<file path="src/rtl/core/distributed_mutex_node_core_macros.svh">
// assertion macros shared by the distributed mutex node rtl
`ifndef DISTRIBUTED_MUTEX_NODE_CORE_MACROS_SVH
`define DISTRIBUTED_MUTEX_NODE_CORE_MACROS_SVH

// property that must hold at every clock edge out of reset
`define DMN_ASSERT(lbl, prop, msg) \
  lbl: assert property (@(posedge clk_i) disable iff (!rst_ni) (prop)) else $error(msg);

// same-cycle implication
`define DMN_ASSERT_IMP(lbl, ante, cons, msg) \
  lbl: assert property (@(posedge clk_i) disable iff (!rst_ni) (ante) |-> (cons)) \
    else $error(msg);

// next-cycle implication
`define DMN_ASSERT_NXT(lbl, ante, cons, msg) \
  lbl: assert property (@(posedge clk_i) disable iff (!rst_ni) (ante) |=> (cons)) \
    else $error(msg);

`endif

</file>
<file path="src/rtl/core/dmn_pkg.sv">
// types, constants and codes of the distributed mutex node
`default_nettype none
package dmn_pkg;

  localparam int MAX_NODES = 16;
  localparam int NODE_W    = $clog2(MAX_NODES);
  localparam int CNT_W     = $clog2(MAX_NODES + 1);
  localparam int CLOCK_W   = 16;
  localparam int CFG_W     = 5;

  localparam logic [CLOCK_W-1:0] CLK_MAX = '1;

  localparam logic [1:0] CMD_START = 2'd0;
  localparam logic [1:0] CMD_MSG   = 2'd1;
  localparam logic [1:0] CMD_LEAVE = 2'd2;

  localparam logic MSG_REQ  = 1'b0;
  localparam logic MSG_RESP = 1'b1;

  localparam logic CFG_NODE_INDEX = 1'b0;
  localparam logic CFG_NODE_COUNT = 1'b1;

  typedef enum logic [1:0] {
    PH_IDLE = 2'd0,
    PH_WAIT = 2'd1,
    PH_CRIT = 2'd2
  } phase_e;

  typedef enum logic [2:0] {
    K_REQ   = 3'd0,
    K_RESP  = 3'd1,
    K_ENTER = 3'd2,
    K_NONE  = 3'd3,
    K_REJ   = 3'd4
  } out_kind_e;

  typedef enum logic [1:0] {
    ST_READY = 2'd0,
    ST_EXEC  = 2'd1,
    ST_SCAN  = 2'd2
  } ctrl_state_e;

  typedef struct packed {
    logic capture;
    logic exec;
    logic scan;
  } dmn_cmd_t;

  typedef struct packed {
    logic out_free;
    logic multi;
    logic scan_last;
  } dmn_stat_t;

endpackage
`default_nettype wire

</file>
<file path="src/rtl/core/dmn_ctrl.sv">
// control state machine of the distributed mutex node
`default_nettype none
module dmn_ctrl (
  input  wire logic              clk_i,
  input  wire logic              rst_ni,
  input  wire logic              in_valid_i,
  output logic                   in_stall_o,
  input  wire dmn_pkg::dmn_stat_t stat_i,
  output dmn_pkg::dmn_cmd_t      cmd_o
);
  import dmn_pkg::*;

  ctrl_state_e state_q, state_d;

  always_ff @(posedge clk_i or negedge rst_ni) begin
    if (!rst_ni) begin
      state_q <= ST_READY;
    end else begin
      state_q <= state_d;
    end
  end

  always_comb begin
    state_d = state_q;
    unique case (state_q)
      ST_READY: begin
        if (in_valid_i) state_d = ST_EXEC;
      end
      ST_EXEC: begin
        if (stat_i.out_free) state_d = stat_i.multi ? ST_SCAN : ST_READY;
      end
      ST_SCAN: begin
        if (stat_i.scan_last) state_d = ST_READY;
      end
      default: state_d = ST_READY;
    endcase
  end

  always_comb begin
    cmd_o      = '0;
    in_stall_o = 1'b1;
    unique case (state_q)
      ST_READY: begin
        in_stall_o  = 1'b0;
        cmd_o.capture = in_valid_i;
      end
      ST_EXEC: begin
        cmd_o.exec = stat_i.out_free;
      end
      ST_SCAN: begin
        cmd_o.scan = 1'b1;
      end
      default: begin
        in_stall_o = 1'b1;
      end
    endcase
  end

endmodule
`default_nettype wire

</file>
<file path="src/rtl/core/dmn_dpath.sv">
// protocol state, config registers, peer scan and result register
`default_nettype none
`include "distributed_mutex_node_core_macros.svh"
module dmn_dpath (
  input  wire logic                        clk_i,
  input  wire logic                        rst_ni,
  input  wire logic                        cfg_we_i,
  input  wire logic                        cfg_index_i,
  input  wire logic [dmn_pkg::CFG_W-1:0]   cfg_data_i,
  input  wire logic [1:0]                  command_i,
  input  wire logic [dmn_pkg::NODE_W-1:0]  sender_i,
  input  wire logic                        msg_kind_i,
  input  wire logic [dmn_pkg::CLOCK_W-1:0] msg_clock_i,
  input  wire logic                        out_stall_i,
  output logic                             out_valid_o,
  output logic [2:0]                       out_kind_o,
  output logic [dmn_pkg::NODE_W-1:0]       peer_o,
  output logic [dmn_pkg::CLOCK_W-1:0]      out_clock_o,
  output logic                             last_o,
  input  wire dmn_pkg::dmn_cmd_t           cmd_i,
  output dmn_pkg::dmn_stat_t               stat_o
);
  import dmn_pkg::*;

  logic [NODE_W-1:0]    node_index_q;
  logic [CNT_W-1:0]     node_count_q;
  phase_e               phase_q, phase_d;
  logic [CLOCK_W-1:0]   clock_q, clock_d;
  logic [MAX_NODES-1:0] deferred_q, deferred_d;
  logic [CNT_W-1:0]     reply_q, reply_d;
  logic [MAX_NODES-1:0] pend_q, pend_d;
  logic [NODE_W-1:0]    idx_q, idx_d;

  logic [1:0]           cmd_q;
  logic [NODE_W-1:0]    sender_q;
  logic                 kind_q;
  logic [CLOCK_W-1:0]   mclk_q;

  logic                 out_valid_q, out_valid_d;
  out_kind_e            out_kind_q, out_kind_d;
  logic [NODE_W-1:0]    peer_q, peer_d;
  logic [CLOCK_W-1:0]   oclk_q, oclk_d;
  logic                 last_q, last_d;
  logic                 out_load;

  logic [CNT_W-1:0]     eff;
  logic [CNT_W-1:0]     needed;
  logic [MAX_NODES-1:0] peer_mask;
  logic [MAX_NODES-1:0] leave_mask;
  logic [MAX_NODES-1:0] pend_rest;
  logic [CLOCK_W-1:0]   clk_max;
  logic [CLOCK_W-1:0]   merged;
  logic [CNT_W-1:0]     reply_inc;
  logic                 local_wins;
  logic                 do_start, do_msg, do_leave;
  logic                 out_free;
  logic                 scan_emit;

  // effective node count, peer set and number of responses to collect
  always_comb begin
    eff = (node_count_q > CNT_W'(MAX_NODES)) ? CNT_W'(MAX_NODES) : node_count_q;
    for (int i = 0; i < MAX_NODES; i++) begin
      peer_mask[i] = (CNT_W'(i) < eff) && (NODE_W'(i) != node_index_q);
    end
    needed = eff - ((CNT_W'(node_index_q) < eff) ? CNT_W'(1) : CNT_W'(0));
  end

  assign leave_mask = peer_mask & deferred_q;
  assign clk_max    = (clock_q > mclk_q) ? clock_q : mclk_q;
  assign merged     = (clk_max == CLK_MAX) ? clk_max : clk_max + CLOCK_W'(1);
  assign reply_inc  = reply_q + CNT_W'(1);
  assign local_wins = (clock_q > mclk_q) ||
                      ((clock_q == mclk_q) && (node_index_q > sender_q));

  assign do_start = (cmd_q == CMD_START) && (phase_q == PH_IDLE);
  assign do_msg   = (cmd_q == CMD_MSG) && (phase_q == PH_WAIT) && peer_mask[sender_q];
  assign do_leave = (cmd_q == CMD_LEAVE) && (phase_q == PH_CRIT);

  assign out_free  = !out_valid_q || !out_stall_i;
  assign pend_rest = pend_q & ~(MAX_NODES'(1) << idx_q);
  assign scan_emit = cmd_i.scan && pend_q[idx_q] && out_free;

  assign stat_o.out_free  = out_free;
  assign stat_o.multi     = (do_start && (peer_mask != '0)) ||
                            (do_leave && (leave_mask != '0));
  assign stat_o.scan_last = scan_emit && (pend_rest == '0);

  always_comb begin
    phase_d    = phase_q;
    clock_d    = clock_q;
    deferred_d = deferred_q;
    reply_d    = reply_q;
    pend_d     = pend_q;
    idx_d      = idx_q;
    out_load   = 1'b0;
    out_kind_d = K_NONE;
    peer_d     = '0;
    oclk_d     = '0;
    last_d     = 1'b1;

    if (cmd_i.exec) begin
      idx_d = '0;
      priority if (do_start) begin
        deferred_d = '0;
        reply_d    = '0;
        pend_d     = peer_mask;
        if (peer_mask == '0) begin
          // lone node goes straight in
          phase_d    = PH_CRIT;
          out_load   = 1'b1;
          out_kind_d = K_ENTER;
          oclk_d     = clock_q;
        end else begin
          phase_d = PH_WAIT;
        end
      end else if (do_msg) begin
        out_load = 1'b1;
        if (kind_q == MSG_REQ) begin
          if (local_wins) begin
            out_kind_d = K_RESP;
            peer_d     = sender_q;
            oclk_d     = clock_q;
          end else begin
            deferred_d[sender_q] = 1'b1;
            clock_d              = merged;
          end
        end else begin
          clock_d = merged;
          reply_d = reply_inc;
          if (reply_inc >= needed) begin
            phase_d    = PH_CRIT;
            out_kind_d = K_ENTER;
            oclk_d     = merged;
          end
        end
      end else if (do_leave) begin
        deferred_d = '0;
        reply_d    = '0;
        phase_d    = PH_IDLE;
        pend_d     = leave_mask;
        if (leave_mask == '0) begin
          out_load = 1'b1;
        end
      end else begin
        out_load   = 1'b1;
        out_kind_d = K_REJ;
      end
    end else if (cmd_i.scan) begin
      if (scan_emit) begin
        out_load   = 1'b1;
        out_kind_d = (cmd_q == CMD_START) ? K_REQ : K_RESP;
        peer_d     = idx_q;
        oclk_d     = clock_q;
        last_d     = (pend_rest == '0);
        pend_d     = pend_rest;
      end
      if (!pend_q[idx_q] || out_free) idx_d = idx_q + NODE_W'(1);
    end
  end

  always_comb begin
    out_valid_d = out_valid_q;
    if (out_load)          out_valid_d = 1'b1;
    else if (!out_stall_i) out_valid_d = 1'b0;
  end

  always_ff @(posedge clk_i or negedge rst_ni) begin
    if (!rst_ni) begin
      node_index_q <= '0;
      node_count_q <= CNT_W'(2);
      phase_q      <= PH_IDLE;
      clock_q      <= '0;
      deferred_q   <= '0;
      reply_q      <= '0;
      pend_q       <= '0;
      idx_q        <= '0;
      out_valid_q  <= 1'b0;
    end else begin
      if (cfg_we_i) begin
        unique case (cfg_index_i)
          CFG_NODE_INDEX: node_index_q <= cfg_data_i[NODE_W-1:0];
          CFG_NODE_COUNT: node_count_q <= cfg_data_i[CNT_W-1:0];
          default: ;
        endcase
      end
      phase_q     <= phase_d;
      clock_q     <= clock_d;
      deferred_q  <= deferred_d;
      reply_q     <= reply_d;
      pend_q      <= pend_d;
      idx_q       <= idx_d;
      out_valid_q <= out_valid_d;
    end
  end

  always_ff @(posedge clk_i) begin
    if (cmd_i.capture) begin
      cmd_q    <= command_i;
      sender_q <= sender_i;
      kind_q   <= msg_kind_i;
      mclk_q   <= msg_clock_i;
    end
    if (out_load) begin
      out_kind_q <= out_kind_d;
      peer_q     <= peer_d;
      oclk_q     <= oclk_d;
      last_q     <= last_d;
    end
  end

  assign out_valid_o = out_valid_q;
  assign out_kind_o  = out_kind_q;
  assign peer_o      = peer_q;
  assign out_clock_o = oclk_q;
  assign last_o      = last_q;

  // idle node holds no deferred peers and no counted responses
  `DMN_ASSERT_IMP(a_idle_clean, phase_q == PH_IDLE, (reply_q == '0) && (deferred_q == '0), "idle node holds stale protocol state")

endmodule
`default_nettype wire

</file>
<file path="src/rtl/core/distributed_mutex_node_core.sv">
// top level of one distributed mutual exclusion node
// sequence: an item is captured in the ready state and decided in the exec state; a single result is
//   registered at the end of exec when the result register is free, later while a stall holds it
// broadcasts: a start or leave with peers to send to then walks the node slots from 0 up to the last
//   one that sends, one per cycle unless a stall holds a sending slot; no new item is taken meanwhile
// reset: asynchronous active low; idle phase, clock and deferred set cleared, no sweep
`default_nettype none
`include "distributed_mutex_node_core_macros.svh"
module distributed_mutex_node_core (
  input  wire logic                        clk_i,
  input  wire logic                        rst_ni,
  // configuration writes
  input  wire logic                        cfg_we_i,
  input  wire logic                        cfg_index_i,
  input  wire logic [dmn_pkg::CFG_W-1:0]   cfg_data_i,
  // input items
  input  wire logic                        in_valid_i,
  output logic                             in_stall_o,
  input  wire logic [1:0]                  command_i,
  input  wire logic [dmn_pkg::NODE_W-1:0]  sender_i,
  input  wire logic                        msg_kind_i,
  input  wire logic [dmn_pkg::CLOCK_W-1:0] msg_clock_i,
  // result items
  output logic                             out_valid_o,
  input  wire logic                        out_stall_i,
  output logic [2:0]                       out_kind_o,
  output logic [dmn_pkg::NODE_W-1:0]       peer_o,
  output logic [dmn_pkg::CLOCK_W-1:0]      out_clock_o,
  output logic                             last_o
);
  import dmn_pkg::*;

  dmn_cmd_t  cmd;
  dmn_stat_t stat;

  // sequencer: ready, decide, then walk the peer slots for broadcasts
  dmn_ctrl u_ctrl (
    .clk_i      (clk_i),
    .rst_ni     (rst_ni),
    .in_valid_i (in_valid_i),
    .in_stall_o (in_stall_o),
    .stat_i     (stat),
    .cmd_o      (cmd)
  );

  // protocol state, lamport clock, deferred set and the result register
  dmn_dpath u_dpath (
    .clk_i       (clk_i),
    .rst_ni      (rst_ni),
    .cfg_we_i    (cfg_we_i),
    .cfg_index_i (cfg_index_i),
    .cfg_data_i  (cfg_data_i),
    .command_i   (command_i),
    .sender_i    (sender_i),
    .msg_kind_i  (msg_kind_i),
    .msg_clock_i (msg_clock_i),
    .out_stall_i (out_stall_i),
    .out_valid_o (out_valid_o),
    .out_kind_o  (out_kind_o),
    .peer_o      (peer_o),
    .out_clock_o (out_clock_o),
    .last_o      (last_o),
    .cmd_i       (cmd),
    .stat_o      (stat)
  );

  // an accepted item keeps the node busy for at least the decide cycle
  `DMN_ASSERT_NXT(a_busy_after_accept, in_valid_i && !in_stall_o, in_stall_o, "node took two items back to back")
  // a broadcast still in progress must hold off new items
  `DMN_ASSERT_IMP(a_partial_busy, out_valid_o && !last_o, in_stall_o, "node ready while a broadcast is unfinished")
  // a pending non-final result comes from a send, never from enter, nothing or reject
  `DMN_ASSERT(a_partial_is_send, !(out_valid_o && !last_o) || out_kind_o == K_REQ || out_kind_o == K_RESP, "non-final result is not a send")

endmodule
`default_nettype wire
</file>
<file path="config.mk">
export PLATFORM = sky130hd
export DESIGN_NAME = distributed_mutex_node_core
export DESIGN_NICKNAME = d
export VERILOG_FILES = /design/src/rtl/core/dmn_pkg.sv /design/src/rtl/core/dmn_ctrl.sv /design/src/rtl/core/dmn_dpath.sv /design/src/rtl/core/distributed_mutex_node_core.sv
export VERILOG_INCLUDE_DIRS = /design/src /design/src/rtl/core
export SDC_FILE = /design/constraint.sdc
export NUM_CORES = 1
export LEC_CHECK = 0
export BUFFER_PORTS_ARGS = -buffer_cell sky130_fd_sc_hd__buf_2
export CELL_PAD_IN_SITES_DETAIL_PLACEMENT = 0
export CELL_PAD_IN_SITES_GLOBAL_PLACEMENT = 1
export CORE_ASPECT_RATIO = 0.6
export CORE_MARGIN = 4
export CORE_UTILIZATION = 50
export DETAILED_ROUTE_END_ITERATION = 12
export HOLD_SLACK_MARGIN = 0.05
export MAX_ROUTING_LAYER = met4
export PLACE_DENSITY_LB_ADDON = 0.05
export SYNTH_ARGS = -nofsm -noshare
export SYNTH_HDL_FRONTEND = slang
export SYNTH_SLANG_ARGS = --single-unit
</file>
<file path="constraint.sdc">
create_clock -name clk_i -period 7.6 [get_ports clk_i]
set_clock_uncertainty 0.15 [all_clocks]
set_input_delay 0 -clock clk_i [delete_from_list [all_inputs] [get_ports clk_i]]
set_output_delay 0 -clock clk_i [all_outputs]
set_load 0.03 [all_outputs]
</file>
; ---- After elaboration in Yosys (flattened, before gate mapping)
; Cells that the tools add are included.
[totals]
register_bits = 118
n_memories = 0
output_inout_bits = 26
latchBits = 0
in_bits = 34
ramBits = 0
word_cells = 228
mem_bits_ro = 0
[classes]
n_mux = 82
n_eq_ne = 34
bitwise_logic = 8
n_addsub = 4
mul = 0
magnitude_cmp = 24
n_reduce_logical = 57
n_shift = 1
div = 0
[op_table]
columns = op, n
row1 = two-way mux 16 bit, 24
row2 = logical NOT 16 bit, 3
row3 = "less-than comparator 4 x 5 -> 1 bit, first input constant", 8
row4 = two-way mux 4 bit, 10
row5 = bitwise AND 16 bit, 2
row6 = "!= test 4 bit, first input constant", 8
row7 = nonzero test 16 bit, 2
row8 = logical AND 1 bit, 27
row9 = two-way mux 5 bit, 5
row10 = two-way mux 2 bit, 11
row11 = two-way mux 1 bit, 21
row12 = two-way mux 3 bit, 7
row13 = "less-than comparator 3 x 5 -> 1 bit, first input constant", 4
row14 = "adder 16 x 1 -> 16 bit, second input constant", 1
row15 = equality test 16 bit, 1
row16 = "equality test 16 bit, second input constant", 1
row17 = > comparator 16 bit, 1
row18 = "!= test 3 x 4 -> 1 bit, first input constant", 4
row19 = NOT 16 bit, 1
row20 = bitwise OR 16 bit, 1
row21 = AND reduction 4 bit, 4
row22 = "left shift 1 x 4 -> 16 bit, first input constant", 1
row23 = "less-than comparator 1 x 5 -> 1 bit, first input constant", 2
row24 = "less-than comparator 2 x 5 -> 1 bit, first input constant", 2
row25 = other kinds (31), 59

; ---- Logic depth before layout (Yosys ltp)
[logic_depth]
ltp_word = 12
depth_mapped = 20
depth_no_buf = 18

; ---- By module
; A second synthesis with hierarchy kept.
[hier_totals]
hier_cells = 872
area_unflattened_um2 = 7930.1
[by_module_without_submodules]
columns = module, cells_per_inst, instances, area_per_inst_um2, seq_area_each_um2
row1 = dmn_dpath, 858, 1, 7815.0, 3139.3
row2 = dmn_ctrl, 14, 1, 115.1, 50.0

; ---- Worst setup path after synthesis
; OpenSTA, ideal clock, no wires.
[synth_timing]
path_kind = flip-flop to flip-flop
from = reg u_dpath.mclk_q[9]
to = reg u_dpath.oclk_q[1], in the netlist u_dpath.out_clock_o[1] (data pin)
period_less_slack_ns = 4.311
setup_ns = 0.256
required_ns = 7.194
slack_ns = 3.289
path_buffers = 2
arrival_time_ns = 3.905
stages_incl_launch_ff = 18
path_cell_list = edfxtp_1 > clkbuf_1 > inv_1 > ha_1 > a21oi_1 > o21ai_0 > a211o_1 > clkbuf_1 > o21ai_1 > mux2_2 > ha_1 > nand2_1 > nor4_1 > nand2_1 > a211o_1 > nand2_1 > mux2_2 > a22o_1
[synth_between]
elab_chain_cells = 9
word_cells_on_any_way = 14
classes_between = 1 x add/sub / 1 x order compare / 2 x eq/ne / 8 x mux / 2 x reduce/logical
[synth_rtl]
columns = item, line
row1 = from (decl), dmn_dpath.sv:37  ; logic [CLOCK_W-1:0] mclk_q;
row2 = from (signal assigned), dmn_dpath.sv:201  ; mclk_q <= msg_clock_i;
row3 = > comparator 16 bit, "dmn_dpath.sv:69, dmn_dpath.sv:72"
row4 = two-way mux 16 bit, dmn_dpath.sv:69  ; assign clk_max = (clock_q > mclk_q) ? clock_q : mclk_q;
row5 = adder 16 x 1 -> 16 bit / equality test 16 bit (equally long branches), dmn_dpath.sv:70  ; assign merged = (clk_max == CLK_MAX) ? clk_max : clk_max + CLOCK_W'(1);
row6 = two-way mux 16 bit, dmn_dpath.sv:70
row7 = two-way mux 16 bit, dmn_dpath.sv:130  ; if (reply_inc >= needed) begin
row8 = two-way mux 16 bit (*), dmn_dpath.sv:118  ; if (kind_q == MSG_REQ) begin
row9 = two-way mux 16 bit (*), dmn_dpath.sv:116  ; end else if (do_msg) begin
row10 = two-way mux 16 bit (*), dmn_dpath.sv:103  ; priority if (do_start) begin
row11 = two-way mux 16 bit (*), dmn_dpath.sv:101  ; if (cmd_i.exec) begin
row12 = named net u_dpath.oclk_d[1], dmn_dpath.sv:42  ; logic [CLOCK_W-1:0] oclk_q, oclk_d;
row13 = to (signal assigned), dmn_dpath.sv:206  ; oclk_q <= oclk_d;
row14 = to (decl), dmn_dpath.sv:42
; The timed path passes the listed nets; every way through them passes the cells marked *.
; A chain may end at the register's enable or synchronous reset.

; ---- Worst setup path in the final report
[layout_timing]
from = reg u_dpath.mclk_q[6]
to = reg u_dpath.oclk_q[1], in the netlist u_dpath.out_clock_o[1] (data pin)
; The elaborated chain is that of the path after synthesis.

==> summary.txt <==
detailed-route vias per instance - 6.57
Post-Syn Instances - 873
RSZ-0062 raised after global routing - false
IO Port Bufs - 59
fin cells - 1169
Power Density - 331 nW/µm²
initial core utilization - 51.7%
Netlist cell types - 83
crit path cell chain - inv_1 > ha_1 > and4_1 > o2111a_1 > o21ai_1 > a21oi_4 > mux2_2 > ha_1 > nand2_1 > nor4_1 > nand2_1 > a211o_1 > nand2_1 > mux2_2 > a22o_1
total negative setup slack - 0 ps
layout cells sized above 1 - 14.7%
I/O pin count - 60
LEAKAGE - 3.78 nW
Synth top cells by count - nand2_1 (88), dfrtp_1 (70), nor2_1 (66), o21ai_0 (66), edfxtp_1 (47)
Internal - 1.78 mW
delay-heaviest family, CP - simple AND/OR/NAND/NOR gates
Critical Path RT - 7620 ps
final slew viol count - 0
drt first pass iters - 5
slowest stage delay, CP - 630 ps
RR Startpoint - u_dpath.mclk_q[6]
period utilization - 68.3%
H-tree levels - 4
launch point of the worst path - u_dpath.mclk_q[6]
CTS tree - done
nets@finish - 1024
die footprint - 18200 µm²
grt ovf - 0
Max VDD drop - 0.000151 V
clk sink count - 118
Synth area leaders - dfrtp_1 (22%), edfxtp_1 (18%), ha_1 (5.9%), nand2_1 (4.1%), o21ai_0 (4.1%)
number of CTS-inserted buffers - 17
count leader, synth - nand2_1
clk slew on worst S/H paths - 60 ps
outcome - completed
async set or reset register ratio after synthesis - 60.2%
headroom to the max-slew limit - 18.6%
worst reg-to-reg setup slack - 2410 ps
Reg2Reg Depth - 15
Hold Path Stages - 2
arrival time at the worst endpoint - 5210 ps
Critical Path End Type - flip-flop
Area Growth Syn to Fin - 17.1%
hold path endpoint - u_dpath.mclk_q[13]
CP max-delay cell - o21ai_1
setup violators final - 0
Setup CP Type - reg -> reg
Clock Path Buffers - 2
WL/cell - 22.4 µm
EDFF count, synth - 47
DR iter-0 viols - 876
vias in the first global route - 7410
chip width - 172 µm
hpwl dp - 18.7 mm
Least-Margin Pin Slew - 1220 ps
CP most frequent cell - nand2_1
wire length of the first global-routing pass - 41.5 mm
Inst Count DP - 1096
fmax - 193 MHz
placed inst area - 8450 µm²
WP buf/inv - 1
total power - 3.11 mW
DRC - 0
gpl congestion - 1.07
post-synth top area share - 21.8%
CP startpoint kind - flip-flop
Clk network pwr share - 25.1%
syn_area_per_cell - 9.20 µm²
leading register cell type out of synthesis - dfrtp_1
combinational share of power - 39.5%
antenna violations before repair - 1
Detailed Route WL - 26.2 mm
hold crit path type - in -> reg
Synth Cell Area - 8030 µm²
Cell Rows - 35
Hold Startpoint - msg_clock_i[13]
endpoints failing hold - 0
post-route ant nets - 0
RR Endpoint - u_dpath.out_clock_o[1]
post-synth top area cell - dfrtp_1
max_cap viols - 0
Root Buffer - clkbuf_16
Non-Filler Cell Area, Final - 9410 µm²
total number of yosys warnings - 0
fin crit period - 5190 ps
Vias - 7679
critical path fanouts, max - 7
post-synthesis sequential area ratio - 39.7%
die height - 106 µm
Clock Latency Late Sink - 410 ps
sw frac - 42.8%
largest net degree at the start of global routing - 72
post-synthesis net count - 945
Psw - 1.33 mW
Yosys reg bits - 118
WHS - 147 ps
core footprint - 15500 µm²
register share of total power - 35.4%
total track usage - 30.2%
## sequential cells by signal, summed over array words and instances (netlist names)
| signal | count |
|---|---|
| u_dpath.sender_q | 4 |
| u_ctrl.state_q | 2 |
| u_dpath.deferred_q | 16 |
| u_dpath.cmd_q | 2 |
| u_dpath.out_valid_o | 1 |
| u_dpath.out_kind_o | 3 |
| u_dpath.kind_q | 1 |
| u_dpath.node_count_q | 5 |
| u_dpath.pend_q | 16 |
| u_dpath.last_o | 1 |
| u_dpath.phase_q | 2 |
| u_dpath.clock_q | 16 |
| u_dpath.node_index_q | 4 |
| u_dpath.peer_o | 4 |
| u_dpath.reply_q | 5 |
| u_dpath.out_clock_o | 16 |
| u_dpath.idx_q | 4 |
| u_dpath.mclk_q | 16 |
## power groups by stage
| stage | Combinational [mW] | Sequential (mW) | Clock, mW |
|---|---|---|---|
| 6_report | 1.23 | 1.10 | 0.781 |
| 5_1_grt | 1.35 | 1.12 | 0.818 |
| 4_1_cts | 1.21 | 1.09 | 0.785 |
| 3_5_place_dp | 1.18 | 1.10 | 0 |
| 3_3_place_gp | 1.16 | 1.09 | 0 |
| 2_1_floorplan | 0.826 | 1.08 | 0 |
## kinds of logic after synthesis
family / after synthesis / share of synthesized area [%]
AND/OR/NAND/NOR: 288 / 17.7
XOR/XNOR: 17 / 1.85
AO/OA/AOI/OAI: 285 / 24.7
buffers and inverters: 91 / 4.72
multiplexers: 36 / 5.44
flip-flops: 118 / 39.7
adder cells (fa/ha/maj): 38 / 5.92
## placed cells by master, fill, tap and decap left out, types with 24 or more instances in the layout
| cell type | count |
|---|---|
| nand3_1 | 29 |
| nor2_1 | 65 |
| inv_1 | 42 |
| edfxtp_1 | 47 |
| nor3_1 | 24 |
| buf_2 | 59 |
| dfrtp_1 | 70 |
| a21oi_1 | 42 |
| o21ai_0 | 66 |
| dlygate4sd3_1 | 40 |
| nand2_1 | 88 |
| ha_1 | 38 |
## metrics by stage
| stage | setup WS [ps] | util, % |
|---|---|---|
| 3_5_place_dp | 2600 | 54.3 |
| 2_1_floorplan | 3290 | - |
| 3_3_place_gp | 2610 | 54.3 |
| 6_report | 2410 | 60.5 |
| 4_1_cts | 2570 | 60.5 |
| 5_1_grt | 2230 | 60.5 |
## timing repair
item | CTS | global route
hold buffers | 40 | 0
endpoints found under the hold margin | 105 | 0
resized for setup | 0 | 0
setup buffers | 0 | 0
## layout make-up
class | instances | area [µm²]
clock inverters | 14 | 130
diodes | 1 | 2.50
multi-input cells | 664 | 4480
fillers | 1305 | 6140
inverters | 43 | 161
flip-flops and latches | 118 | 3190
clock buffers | 18 | 429
repair buffers | 108 | 763
well taps | 203 | 254
## worst max-delay path by stage
stage | to | slack (ps) | depth (start not counted)
after detailed placement | u_dpath.out_clock_o[1] | 2600 | 15
after floorplan | u_dpath.out_clock_o[1] | 3290 | 17
final | u_dpath.out_clock_o[1] | 2410 | 15
after global routing | u_dpath.out_clock_o[1] | 2230 | 15
after CTS | u_dpath.out_clock_o[1] | 2570 | 16
after global placement | u_dpath.out_clock_o[1] | 2610 | 16
## per-layer routing
metal	share of wire [%]	global-route usage [%]	wire length [µm]	vias to the layer above
met5	0	-	0	-
met4	1.1	6.78	286	0
met3	12	8.32	3140	33
met2	38	37.7	9930	478
met1	49	47.7	12900	3687
li1	-	-	-	3481
## worst register-to-register path, delay by kind of cell (launching register included)
kind	cells	cell delay, ps
mux	2	650
fa+ha+maj	2	600
compound gates	5	1460
buf+inv	1	130
flops	1	450
simple gates	5	1510
No activity file was read; power rests on OpenSTA's default activity.
